$ cat config.mk
export PLATFORM = sky130hd
export DESIGN_NAME = sha256_stream_hash
export DESIGN_NICKNAME = d
export VERILOG_FILES = /design/src/rtl/shs_pkg.sv /design/src/rtl/sha256_stream_hash.sv
export VERILOG_INCLUDE_DIRS = /design/src /design/src/rtl
export SDC_FILE = /design/constraint.sdc
export NUM_CORES = 2
export LEC_CHECK = 0
export BUFFER_PORTS_ARGS = -buffer_cell sky130_fd_sc_hd__buf_2
export CORE_MARGIN = 1
export CORE_UTILIZATION = 40
export CTS_CLUSTER_SIZE = 16
export DETAILED_ROUTE_END_ITERATION = 7
export MAX_ROUTING_LAYER = met4
export REMOVE_ABC_BUFFERS = 1
export SKIP_CTS_REPAIR_TIMING = 1
export SLEW_MARGIN = 25
export SYNTH_ARGS = -nofsm -noshare
export SYNTH_HDL_FRONTEND = slang
export SYNTH_SLANG_ARGS = --single-unit
export TNS_END_PERCENT = 5
$ cat constraint.sdc
create_clock -name clk -period 26.5 [get_ports clk]
set_input_delay 0 -clock clk [delete_from_list [all_inputs] [get_ports clk]]
set_output_delay 0 -clock clk [all_outputs]
set_load 0.02 [all_outputs]
$ cat src/rtl/assert_macros.svh
// ----------------------------------------------------------------------------
// Assertion macros
// Concurrent assertion wrappers, compiled out when ASSERT_OFF is defined.
// ----------------------------------------------------------------------------
`ifndef ASSERT_MACROS_SVH
`define ASSERT_MACROS_SVH
`ifndef ASSERT_OFF
`define ASSERT_ALWAYS(lbl, clk, rstn, expr) \
	lbl: assert property (@(posedge clk) disable iff (!rstn) (expr)) \
		else $error("assertion failed");
`define ASSERT_IMPLIES(lbl, clk, rstn, ante, cons) \
	lbl: assert property (@(posedge clk) disable iff (!rstn) (ante) |-> (cons)) \
		else $error("assertion failed");
`define ASSERT_NEXT(lbl, clk, rstn, ante, cons) \
	lbl: assert property (@(posedge clk) disable iff (!rstn) (ante) |=> (cons)) \
		else $error("assertion failed");
`else
`define ASSERT_ALWAYS(lbl, clk, rstn, expr)
`define ASSERT_IMPLIES(lbl, clk, rstn, ante, cons)
`define ASSERT_NEXT(lbl, clk, rstn, ante, cons)
`endif
`endif

$ cat src/rtl/shs_pkg.sv
// ----------------------------------------------------------------------------
// SHA-256 stream hash package
// Operation codes, round constants, initial hash value and sigma functions.
// ----------------------------------------------------------------------------
package shs_pkg;

	typedef enum logic [1:0] {
		OP_ABSORB        = 2'd0,
		OP_ABSORB_FINISH = 2'd1,
		OP_FINISH        = 2'd2
	} op_t;

	localparam logic [7:0] PAD_BYTE  = 8'h80;
	localparam logic [5:0] LEN_START = 6'd56;

	localparam logic [31:0] ROUND_K [64] = '{
		32'h428a2f98, 32'h71374491, 32'hb5c0fbcf, 32'he9b5dba5,
		32'h3956c25b, 32'h59f111f1, 32'h923f82a4, 32'hab1c5ed5,
		32'hd807aa98, 32'h12835b01, 32'h243185be, 32'h550c7dc3,
		32'h72be5d74, 32'h80deb1fe, 32'h9bdc06a7, 32'hc19bf174,
		32'he49b69c1, 32'hefbe4786, 32'h0fc19dc6, 32'h240ca1cc,
		32'h2de92c6f, 32'h4a7484aa, 32'h5cb0a9dc, 32'h76f988da,
		32'h983e5152, 32'ha831c66d, 32'hb00327c8, 32'hbf597fc7,
		32'hc6e00bf3, 32'hd5a79147, 32'h06ca6351, 32'h14292967,
		32'h27b70a85, 32'h2e1b2138, 32'h4d2c6dfc, 32'h53380d13,
		32'h650a7354, 32'h766a0abb, 32'h81c2c92e, 32'h92722c85,
		32'ha2bfe8a1, 32'ha81a664b, 32'hc24b8b70, 32'hc76c51a3,
		32'hd192e819, 32'hd6990624, 32'hf40e3585, 32'h106aa070,
		32'h19a4c116, 32'h1e376c08, 32'h2748774c, 32'h34b0bcb5,
		32'h391c0cb3, 32'h4ed8aa4a, 32'h5b9cca4f, 32'h682e6ff3,
		32'h748f82ee, 32'h78a5636f, 32'h84c87814, 32'h8cc70208,
		32'h90befffa, 32'ha4506ceb, 32'hbef9a3f7, 32'hc67178f2
	};

	localparam logic [31:0] INIT_HASH [8] = '{
		32'h6a09e667, 32'hbb67ae85, 32'h3c6ef372, 32'ha54ff53a,
		32'h510e527f, 32'h9b05688c, 32'h1f83d9ab, 32'h5be0cd19
	};

	function automatic logic [31:0] small_sig0(input logic [31:0] x);
		return {x[6:0], x[31:7]} ^ {x[17:0], x[31:18]} ^ {3'b000, x[31:3]};
	endfunction

	function automatic logic [31:0] small_sig1(input logic [31:0] x);
		return {x[16:0], x[31:17]} ^ {x[18:0], x[31:19]} ^ {10'b0, x[31:10]};
	endfunction

	function automatic logic [31:0] big_sig0(input logic [31:0] x);
		return {x[1:0], x[31:2]} ^ {x[12:0], x[31:13]} ^ {x[21:0], x[31:22]};
	endfunction

	function automatic logic [31:0] big_sig1(input logic [31:0] x);
		return {x[5:0], x[31:6]} ^ {x[10:0], x[31:11]} ^ {x[24:0], x[31:25]};
	endfunction

endpackage

$ cat src/rtl/sha256_stream_hash.sv
// ----------------------------------------------------------------------------
// SHA-256 stream hash
// Hashes a byte stream with SHA-256 and returns the eight digest words, word 0
// first, with last_word on word 7. The 64th byte of a block starts a
// compression (reading the block memory into the schedule, 64 rounds at one
// round per cycle, adding back into the chaining memory), during which
// item_stall is high. A finish writes up to 16 padding words, one per cycle,
// runs one or two compressions and hands out the digest during the last
// write-back, which waits on dig_stall. Block words and the chaining value
// sit in two single-port-read synchronous memories.
// ----------------------------------------------------------------------------
`include "assert_macros.svh"

module sha256_stream_hash (
	input  logic        clk,
	input  logic        arst_n,
	input  logic        item_valid,
	output logic        item_stall,
	input  logic [1:0]  op,
	input  logic [7:0]  data_byte,
	output logic        dig_valid,
	input  logic        dig_stall,
	output logic [31:0] digest_word,
	output logic [2:0]  word_index,
	output logic        last_word
);
	import shs_pkg::*;

	typedef enum logic [5:0] {
		S_IDLE = 6'b000001,
		S_PAD  = 6'b000010,
		S_LOAD = 6'b000100,
		S_RND  = 6'b001000,
		S_WBRD = 6'b010000,
		S_WB   = 6'b100000
	} state_t;

	state_t       state_q;
	logic [5:0]   cnt_q;
	logic [5:0]   fill_q;
	logic [63:0]  bits_q;
	logic [23:0]  acc_q;
	logic         fin_q;
	logic         first_q;
	logic         len_q;
	logic         final_q;
	logic         fresh_q;
	logic [31:0]  sched_q [16];
	logic [31:0]  var_q [8];

	logic [31:0]  blk_mem [16];
	logic [31:0]  blk_rdata_q;
	logic         blk_we;
	logic [3:0]   blk_wa;
	logic [31:0]  blk_wd;

	logic [31:0]  chn_mem [8];
	logic [31:0]  chn_rdata_q;
	logic [2:0]   chn_ra;
	logic [2:0]   chn_ra_q;
	logic [31:0]  chn_word;
	logic         chn_we;

	logic         dig_valid_q;
	logic [31:0]  digest_word_q;
	logic [2:0]   word_index_q;
	logic         last_word_q;

	logic         take;
	logic         absorb;
	logic         finish;
	logic [5:0]   fill_nx;
	logic [31:0]  pad_word;
	logic [31:0]  sched_nx;
	logic [31:0]  t1;
	logic [31:0]  t2;
	logic [31:0]  wb_sum;
	logic         slot_free;
	logic         wb_adv;

	assign item_stall  = (state_q != S_IDLE);
	assign take        = item_valid && (state_q == S_IDLE);
	assign absorb      = (op == OP_ABSORB) || (op == OP_ABSORB_FINISH);
	assign finish      = (op == OP_FINISH) || (op == OP_ABSORB_FINISH);
	assign fill_nx     = absorb ? fill_q + 6'd1 : fill_q;
	assign slot_free   = !dig_valid_q || !dig_stall;
	assign wb_adv      = (state_q == S_WB) && (!final_q || slot_free);
	assign chn_word    = fresh_q ? INIT_HASH[chn_ra_q] : chn_rdata_q;
	assign wb_sum      = chn_word + var_q[0];
	assign chn_we      = wb_adv && !final_q;

	always_comb begin
		unique case (fill_q[1:0])
			2'd0: pad_word = {PAD_BYTE, 24'h0};
			2'd1: pad_word = {acc_q[7:0], PAD_BYTE, 16'h0};
			2'd2: pad_word = {acc_q[15:0], PAD_BYTE, 8'h0};
			2'd3: pad_word = {acc_q, PAD_BYTE};
			default: pad_word = '0;
		endcase
	end

	always_comb begin
		blk_we = 1'b0;
		blk_wa = fill_q[5:2];
		blk_wd = {acc_q, data_byte};
		if (take && absorb && (fill_q[1:0] == 2'd3)) begin
			blk_we = 1'b1;
		end else if (state_q == S_PAD) begin
			blk_we = 1'b1;
			blk_wa = cnt_q[3:0];
			if (first_q) begin
				blk_wd = pad_word;
			end else if (len_q && (cnt_q[3:0] == 4'd14)) begin
				blk_wd = bits_q[63:32];
			end else if (len_q && (cnt_q[3:0] == 4'd15)) begin
				blk_wd = bits_q[31:0];
			end else begin
				blk_wd = '0;
			end
		end
	end

	always_comb begin
		unique case (state_q)
			S_LOAD:  chn_ra = cnt_q[2:0];
			S_WB:    chn_ra = wb_adv ? cnt_q[2:0] + 3'd1 : cnt_q[2:0];
			default: chn_ra = '0;
		endcase
	end

	always_ff @(posedge clk) begin
		if (blk_we) begin
			blk_mem[blk_wa] <= blk_wd;
		end
		blk_rdata_q <= blk_mem[cnt_q[3:0]];
	end

	always_ff @(posedge clk) begin
		if (chn_we) begin
			chn_mem[cnt_q[2:0]] <= wb_sum;
		end
		chn_rdata_q <= chn_mem[chn_ra];
	end

	// one round of the compression
	always_comb begin
		sched_nx = sched_q[0] + small_sig0(sched_q[1]) + sched_q[9] + small_sig1(sched_q[14]);
		t1 = var_q[7] + big_sig1(var_q[4]) + ((var_q[4] & var_q[5]) ^ (~var_q[4] & var_q[6]))
			+ ROUND_K[cnt_q] + sched_q[0];
		t2 = big_sig0(var_q[0])
			+ ((var_q[0] & var_q[1]) ^ (var_q[0] & var_q[2]) ^ (var_q[1] & var_q[2]));
	end

	always_ff @(posedge clk) begin
		chn_ra_q <= chn_ra;
		unique case (state_q)
			S_LOAD: begin
				if (cnt_q != 6'd0) begin
					for (int i = 0; i < 15; i++) begin
						sched_q[i] <= sched_q[i + 1];
					end
					sched_q[15] <= blk_rdata_q;
				end
				if ((cnt_q != 6'd0) && (cnt_q <= 6'd8)) begin
					for (int i = 0; i < 7; i++) begin
						var_q[i] <= var_q[i + 1];
					end
					var_q[7] <= chn_word;
				end
			end
			S_RND: begin
				for (int i = 0; i < 15; i++) begin
					sched_q[i] <= sched_q[i + 1];
				end
				sched_q[15] <= sched_nx;
				var_q[0] <= t1 + t2;
				var_q[1] <= var_q[0];
				var_q[2] <= var_q[1];
				var_q[3] <= var_q[2];
				var_q[4] <= var_q[3] + t1;
				var_q[5] <= var_q[4];
				var_q[6] <= var_q[5];
				var_q[7] <= var_q[6];
			end
			S_WB: begin
				if (wb_adv) begin
					for (int i = 0; i < 7; i++) begin
						var_q[i] <= var_q[i + 1];
					end
					var_q[7] <= var_q[0];
				end
			end
			default: begin
			end
		endcase
		if (take && absorb) begin
			acc_q <= {acc_q[15:0], data_byte};
		end
		if (wb_adv && final_q) begin
			digest_word_q <= wb_sum;
			word_index_q  <= cnt_q[2:0];
			last_word_q   <= (cnt_q[2:0] == 3'd7);
		end
	end

	always_ff @(posedge clk or negedge arst_n) begin
		if (!arst_n) begin
			dig_valid_q <= 1'b0;
		end else if (wb_adv && final_q) begin
			dig_valid_q <= 1'b1;
		end else if (slot_free) begin
			dig_valid_q <= 1'b0;
		end
	end

	always_ff @(posedge clk or negedge arst_n) begin
		if (!arst_n) begin
			state_q <= S_IDLE;
			cnt_q   <= '0;
			fill_q  <= '0;
			bits_q  <= '0;
			fin_q   <= 1'b0;
			first_q <= 1'b0;
			len_q   <= 1'b0;
			final_q <= 1'b0;
			fresh_q <= 1'b1;
		end else begin
			unique case (state_q)
				S_IDLE: begin
					if (take) begin
						fin_q   <= finish;
						first_q <= 1'b1;
						if (absorb) begin
							fill_q <= fill_nx;
							bits_q <= bits_q + 64'd8;
						end
						if (absorb && (fill_q == 6'd63)) begin
							state_q <= S_LOAD;
							cnt_q   <= '0;
							final_q <= 1'b0;
						end else if (finish) begin
							state_q <= S_PAD;
							cnt_q   <= {2'b00, fill_nx[5:2]};
							len_q   <= (fill_nx < LEN_START);
						end
					end
				end
				S_PAD: begin
					first_q <= 1'b0;
					if (cnt_q[3:0] == 4'd15) begin
						state_q <= S_LOAD;
						cnt_q   <= '0;
						final_q <= len_q;
					end else begin
						cnt_q <= cnt_q + 6'd1;
					end
				end
				S_LOAD: begin
					if (cnt_q == 6'd16) begin
						state_q <= S_RND;
						cnt_q   <= '0;
					end else begin
						cnt_q <= cnt_q + 6'd1;
					end
				end
				S_RND: begin
					if (cnt_q == 6'd63) begin
						state_q <= S_WBRD;
					end
					cnt_q <= cnt_q + 6'd1;
				end
				S_WBRD: begin
					state_q <= S_WB;
					cnt_q   <= '0;
				end
				S_WB: begin
					if (wb_adv) begin
						cnt_q <= cnt_q + 6'd1;
						if (cnt_q[2:0] == 3'd7) begin
							fill_q <= '0;
							if (final_q) begin
								fresh_q <= 1'b1;
								bits_q  <= '0;
								fin_q   <= 1'b0;
								state_q <= S_IDLE;
							end else begin
								fresh_q <= 1'b0;
								if (fin_q) begin
									state_q <= S_PAD;
									cnt_q   <= '0;
									len_q   <= 1'b1;
								end else begin
									state_q <= S_IDLE;
								end
							end
						end
					end
				end
				default: begin
					state_q <= S_IDLE;
				end
			endcase
		end
	end

	assign dig_valid   = dig_valid_q;
	assign digest_word = digest_word_q;
	assign word_index  = word_index_q;
	assign last_word   = last_word_q;

	`ASSERT_NEXT(a_dig_from_final_wb, clk, arst_n, !dig_valid_q, !dig_valid_q || ($past(state_q == S_WB) && $past(final_q)))
	`ASSERT_NEXT(a_word_order, clk, arst_n, dig_valid_q && !dig_stall && !last_word_q, !dig_valid_q || (word_index_q == $past(word_index_q) + 3'd1))
	`ASSERT_IMPLIES(a_final_needs_finish, clk, arst_n, (state_q == S_LOAD) && final_q, fin_q)
	`ASSERT_IMPLIES(a_pad_in_block, clk, arst_n, state_q == S_PAD, cnt_q[5:4] == 2'b00)

endmodule
Word level (Yosys, flattened, before mapping)
Memory sizes are Yosys's and may differ from the RTL's. A register that Yosys moved wholly into a read port is not among the register bits.
Cells that the tools add are included.
{ "op_classes": {"n_lt_le_gt_ge": 4, "muxes": 119, "reduce_logical": 33, "bitwise_logic": 51, "add_sub_neg": 15, "n_eq_ne": 32} }
{ "ops": {"columns": ["op", "n"], "rows": [
  ["$mux W32", 42],
  ["$add A32 B32 Y32", 11],
  ["$mux W64", 5],
  ["$xor A32 B32 Y32", 9],
  ["$and A32 B32 Y32", 5],
  ["$mux W6", 22],
  ["$pmux W32 S4", 1],
  ["$pmux W64 S2", 1],
  ["$pmux W6 S6", 2],
  ["$add A64 B4 Y64 const B", 1],
  ["$mux W1", 35],
  ["$not A32 Y32", 1],
  ["$or A1 B1 Y1", 32],
  ["$xor A32 B22 Y32", 1],
  ["$xor A32 B29 Y32", 1],
  ["$ne A2 B2 Y1 const B", 10],
  ["$eq A6 B6 Y1 const B", 3],
  ["$add A6 B1 Y6 const B", 2],
  ["$eq A6 B5 Y1 const B", 2],
  ["$pmux W6 S2", 1],
  ["$reduce_bool A6 Y1", 2],
  ["$logic_and A1 B1 Y1", 10],
  ["$reduce_and A5 Y1", 2],
  ["$eq A4 B4 Y1 const B", 2],
  ["32 further kinds", 51]
]} }
{ "word_totals": {"mem_bits_ro": 2304, "regBits": 151, "ram_bits": 1536, "n_memories": 6, "input_bits": 14} }
{ "mem_list": {"columns": ["memory", "words", "word_bits", "rd", "rd_ports_with_merged_regs", "write_ports", "line_no", "rtl"], "rows": [
  ["(name not given)", 64, 32, 1, 0, 0, "sha256_stream_hash.sv:149", "+ ROUND_K[cnt_q] + sched_q[0];"],
  ["blk_mem", 16, 32, 1, 1, 1, "sha256_stream_hash.sv:51", "logic [31:0] blk_mem [16];"],
  ["sched_q", 16, 32, 16, 0, 16, "sha256_stream_hash.sv:48", "logic [31:0] sched_q [16];"],
  ["(name not given)", 8, 32, 1, 0, 0, "sha256_stream_hash.sv:88", "assign chn_word = fresh_q ? INIT_HASH[chn_ra_q] : chn_rdata_q;"],
  ["chn_mem", 8, 32, 1, 1, 1, "sha256_stream_hash.sv:57", "logic [31:0] chn_mem [8];"],
  ["var_q", 8, 32, 8, 0, 8, "sha256_stream_hash.sv:49", "logic [31:0] var_q [8];"]
]} }

Logic depth before layout (Yosys ltp)
An unclocked memory read counts as a cell.
{ "logic_depth": {"word_depth": 10, "mapped_depth": 43, "mapped_depth_nobuf": 40} }

Worst setup path after synthesis
No wires, ideal clock.
{ "synth_path": {"kind": "register to register", "start": "register cnt_q[0]", "end": "memory sched_q[0][0], enable pin", "path_slack_ps": 12136, "path_stages_with_launch": 9, "t_arrival_ps": 10731, "period_less_slack_ps": 14364, "t_required_ps": 22868, "cell_sequence": "dfrtp_1 clkbuf_1 inv_1 clkbuf_1 ha_1 nand2_1 o31ai_1 clkbuf_1 nand2_1"} }
{ "synth_rtl": {"columns": ["element", "line_no", "rtl"], "rows": [
  ["from (decl)", "sha256_stream_hash.sv:39", "logic [5:0] cnt_q;"],
  ["from (signal assigned)", "sha256_stream_hash.sv:243", "cnt_q <= {2'b00, fill_nx[5:2]};"],
  ["from (signal assigned)", "sha256_stream_hash.sv:255", "cnt_q <= cnt_q + 6'd1;"],
  ["from (signal assigned)", "sha256_stream_hash.sv:263", "cnt_q <= cnt_q + 6'd1;"],
  ["to (decl)", "sha256_stream_hash.sv:48", null]
]} }

==> results summary <==
The flow ran to the end, and the final reports show no timing, DRC or antenna violations. For the final routed database, the setup TNS stands at 0 ps. The data required time at the worst endpoint came out at between 20000 and 30000 ps. The synthesized flop and latch total is 1748. The number of hold violations in the final report came out at 0.

In the final layout, flip-flops and latches occupy 51400 um2. The number of distinct library cell variants in the gate-level netlist after synthesis came out at between 90 and 100. The cell area after synthesis came out at 82800 um2. The fraction of synthesis flops using an asynchronous set or reset pin is 0.0486. The die covers roughly 210000 um2. The tree is rooted in a sky130_fd_sc_hd__clkbuf_16. The setup-violating endpoint count in the final report is 0.

The insertion delay to the later sink of the worst-skew pair came out at approximately 850 ps. The final clock skew came out at approximately 45 ps. In this design, the stage delay of the slowest critical-path cell is 1000 ps.

The remaining routing DRC violations is 0. The die outline width came out at between 400 and 500 um. The aggregate global routing overflow is 0. Setup repair after global routing left no endpoint under its margin. The number of enable flip-flop cells after synthesis is approximately 1600.

The number of clock buffers inserted by TritonCTS came out at 178. The total routed wirelength came out at roughly 240000 um. In the final layout, the multi-input gates occupy ~30000 um2. For this block, the initial DRC count from the detailed router was between 5000 and 6000. The total buffers and inverters traversed by the critical path came out at 4.

The slowest stage of the critical path is the sky130_fd_sc_hd__ha_1 cell. The row count is ~170. The core outline area is 205000 um2. The synthesized area per cell is about 13 um2. On the critical path the largest part of the delay comes from compound AO/OA/AOI/OAI gates. For flop-to-flop paths, the worst setup slack is roughly 15000 ps. The cell count after synthesis came out at ~6400. The clock tree from TritonCTS is done. The first-pass GRT wire length is roughly 350000 um. The total I/O pin count is 52. The layout overhead on the synthesized area came out at 11.7%.

The post-layout minimum cycle time is around 11000 ps. The maximum achievable frequency is 0.0887 GHz. The post-detailed-route wirelength per cell is ~26 um. Clock-pin slew was measured on the worst setup and hold paths at 60 ps. STA classifies the critical path endpoint as a flip-flop.

In the final layout, the share of cells above drive strength 1 is 0.101. The height of the die came out at roughly 460 um. The quantity of I/O buffers inserted on ports is 51. STA puts the critical path data arrival time at roughly 12000 ps. The largest fanout on the critical path is 43. The setup path with the least slack is of type reg -> reg. For this run, the leading register cell type out of synthesis is sky130_fd_sc_hd__edfxtp_1. The final worst-path cycle share is 0.425.

The critical path launch point type is a flip-flop. The total number of clock tree sinks is 1748. The last weighted congestion value of the routability-driven placer is a little under 1. The number of vias per cell after detailed routing is roughly 5.6. The number of global-route vias before repair is 49591. The number of routed nets with antenna violations is 0. The number of fill cells came out at about 18000. The via count of the routed design came out at between 50000 and 60000. The initial standard-cell utilization of the core is 0.403. In this run the worst hold path is classified as in -> reg. Counting along the longest clock path gives a buffer depth of 3. The number of max-cap violations came out at 0. The number of antenna violations at the first check in global routing is 6. The clock tree synthesis step divided the H-tree into 4 levels.

The net count of the finished layout is 6851. The sequential fraction of the synthesis area came out at 0.621. The final number of max-transition violations came out at 0. In this run the tightest slew margin relative to its limit is 0.240.

For this run, the total global-route usage over all layers was measured as 0.232. The pre-antenna-repair detailed-routing pass consisted of 6 iterations. The actual slew at the worst max-slew pin is roughly 1100 ps. Yosys printed 0 warnings.

Summed over all nets, the half-perimeter wirelength after detailed placement is about 160000 um. The largest net degree at the start of global routing came out at 203.
## path summary, 6_finish.rpt
path,cells after the start,from,endpoint
min in group asynchronous,4,arst_n,bits_q[45]
worst min register to register,0,sched_q[1][169],sched_q[1][137]
max in group asynchronous,4,arst_n,bits_q[41]
worst max register to register,36,cnt_q[0],var_q[0][31]
worst min-delay path,5,op[1],fill_q[0]
worst max-delay path,36,cnt_q[0],var_q[0][31]
## logic make-up (layout without fill, tap and decap cells)
group	Yosys count	after routing	share of synthesized area
AND/OR/NAND/NOR	1817	1817	0.0957
flip-flops	1748	1748	0.621
AO/OA/AOI/OAI	1129	1129	0.0879
buffers and inverters	649	811	0.0295
XOR/XNOR	447	447	0.0473
adder cells (fa/ha/maj)	380	380	0.0744
multiplexers	266	266	0.0445
other	0	3	0
## stage by stage
step                std cells  setup WS (ps)  utilization  area [um2]  hold WS (ps)
floorplan                6092           3910            -       81500          -296
global placement         8939          15420        0.420       86300          -150
detailed placement       8941          15280        0.421       86300          -149
CTS                      9260          15160        0.449       92100         -1080
global route             9287          14510        0.451       92500           136
finish                   9289          15230        0.451       92500          99.0
## layout by cell type, fill, tap and decap left out, types with 65 or more instances in the layout
cell type,n
sky130_fd_sc_hd__a21o_1,100
sky130_fd_sc_hd__a21oi_1,245
sky130_fd_sc_hd__buf_4,102
sky130_fd_sc_hd__clkbuf_16,180
sky130_fd_sc_hd__dfrtp_1,77
sky130_fd_sc_hd__dfxtp_1,67
sky130_fd_sc_hd__edfxtp_1,1596
sky130_fd_sc_hd__fa_1,188
sky130_fd_sc_hd__ha_1,190
sky130_fd_sc_hd__inv_1,297
sky130_fd_sc_hd__mux2_2,65
sky130_fd_sc_hd__mux2i_1,126
sky130_fd_sc_hd__mux4_2,75
sky130_fd_sc_hd__nand2_1,1005
sky130_fd_sc_hd__nand3_1,235
sky130_fd_sc_hd__nor2_1,259
sky130_fd_sc_hd__o21ai_0,327
sky130_fd_sc_hd__xnor2_1,292
sky130_fd_sc_hd__xor2_1,141
## metal layers
metal	share of wire	vias up	wire length, um	GRT usage
met1	0.44	26108	105000	0.323
met2	0.46	2058	109000	0.350
met5	0	-	0	-
met4	0.034	0	8210	0.0785
li1	-	23377	-	-
met3	0.068	347	16200	0.0295
## worst min-delay path: cells and delay by family
kind / cells / cell delay (ps)
AOI/OAI and AO/OA: 1 / 70
and+or+nand+nor: 1 / 100
buffers and inverters: 3 / 710
## flip-flops by register name, summed over array words and instances, names as in the netlist, 32 cells and up
signal       flops
blk_mem        512
sched_q        512
chn_mem        256
var_q          256
bits_q          61
blk_rdata_q     32
chn_rdata_q     32
digest_word     32
## cells in the mapped netlist, types with 67 or more instances
master,count,area share
sky130_fd_sc_hd__a21o_1,100,0.0091
sky130_fd_sc_hd__a21oi_1,246,0.015
sky130_fd_sc_hd__clkbuf_1,296,0.013
sky130_fd_sc_hd__dfrtp_1,83,0.025
sky130_fd_sc_hd__dfxtp_1,67,0.016
sky130_fd_sc_hd__edfxtp_1,1596,0.58
sky130_fd_sc_hd__fa_1,188,0.045
sky130_fd_sc_hd__ha_1,190,0.029
sky130_fd_sc_hd__inv_1,302,0.014
sky130_fd_sc_hd__mux2i_1,126,0.015
sky130_fd_sc_hd__mux4_2,75,0.020
sky130_fd_sc_hd__nand2_1,1010,0.046
sky130_fd_sc_hd__nand3_1,235,0.014
sky130_fd_sc_hd__nor2_1,278,0.013
sky130_fd_sc_hd__o21ai_0,336,0.020
sky130_fd_sc_hd__xnor2_1,301,0.032
sky130_fd_sc_hd__xor2_1,146,0.015
## area by class of cell
type,count,area share
clock inverters,97,0.0104
clock buffers,222,0.0516
well taps,2688,0.0364
inverters,305,0.0124
multi-input cells,4039,0.318
flip-flops and latches,1748,0.556
diodes,3,0.0000812
repair buffers,187,0.0157
Power is left out: the tool's default activity adds up to more than one toggle a clock period on the data nets, which glitch-free logic cannot reach.
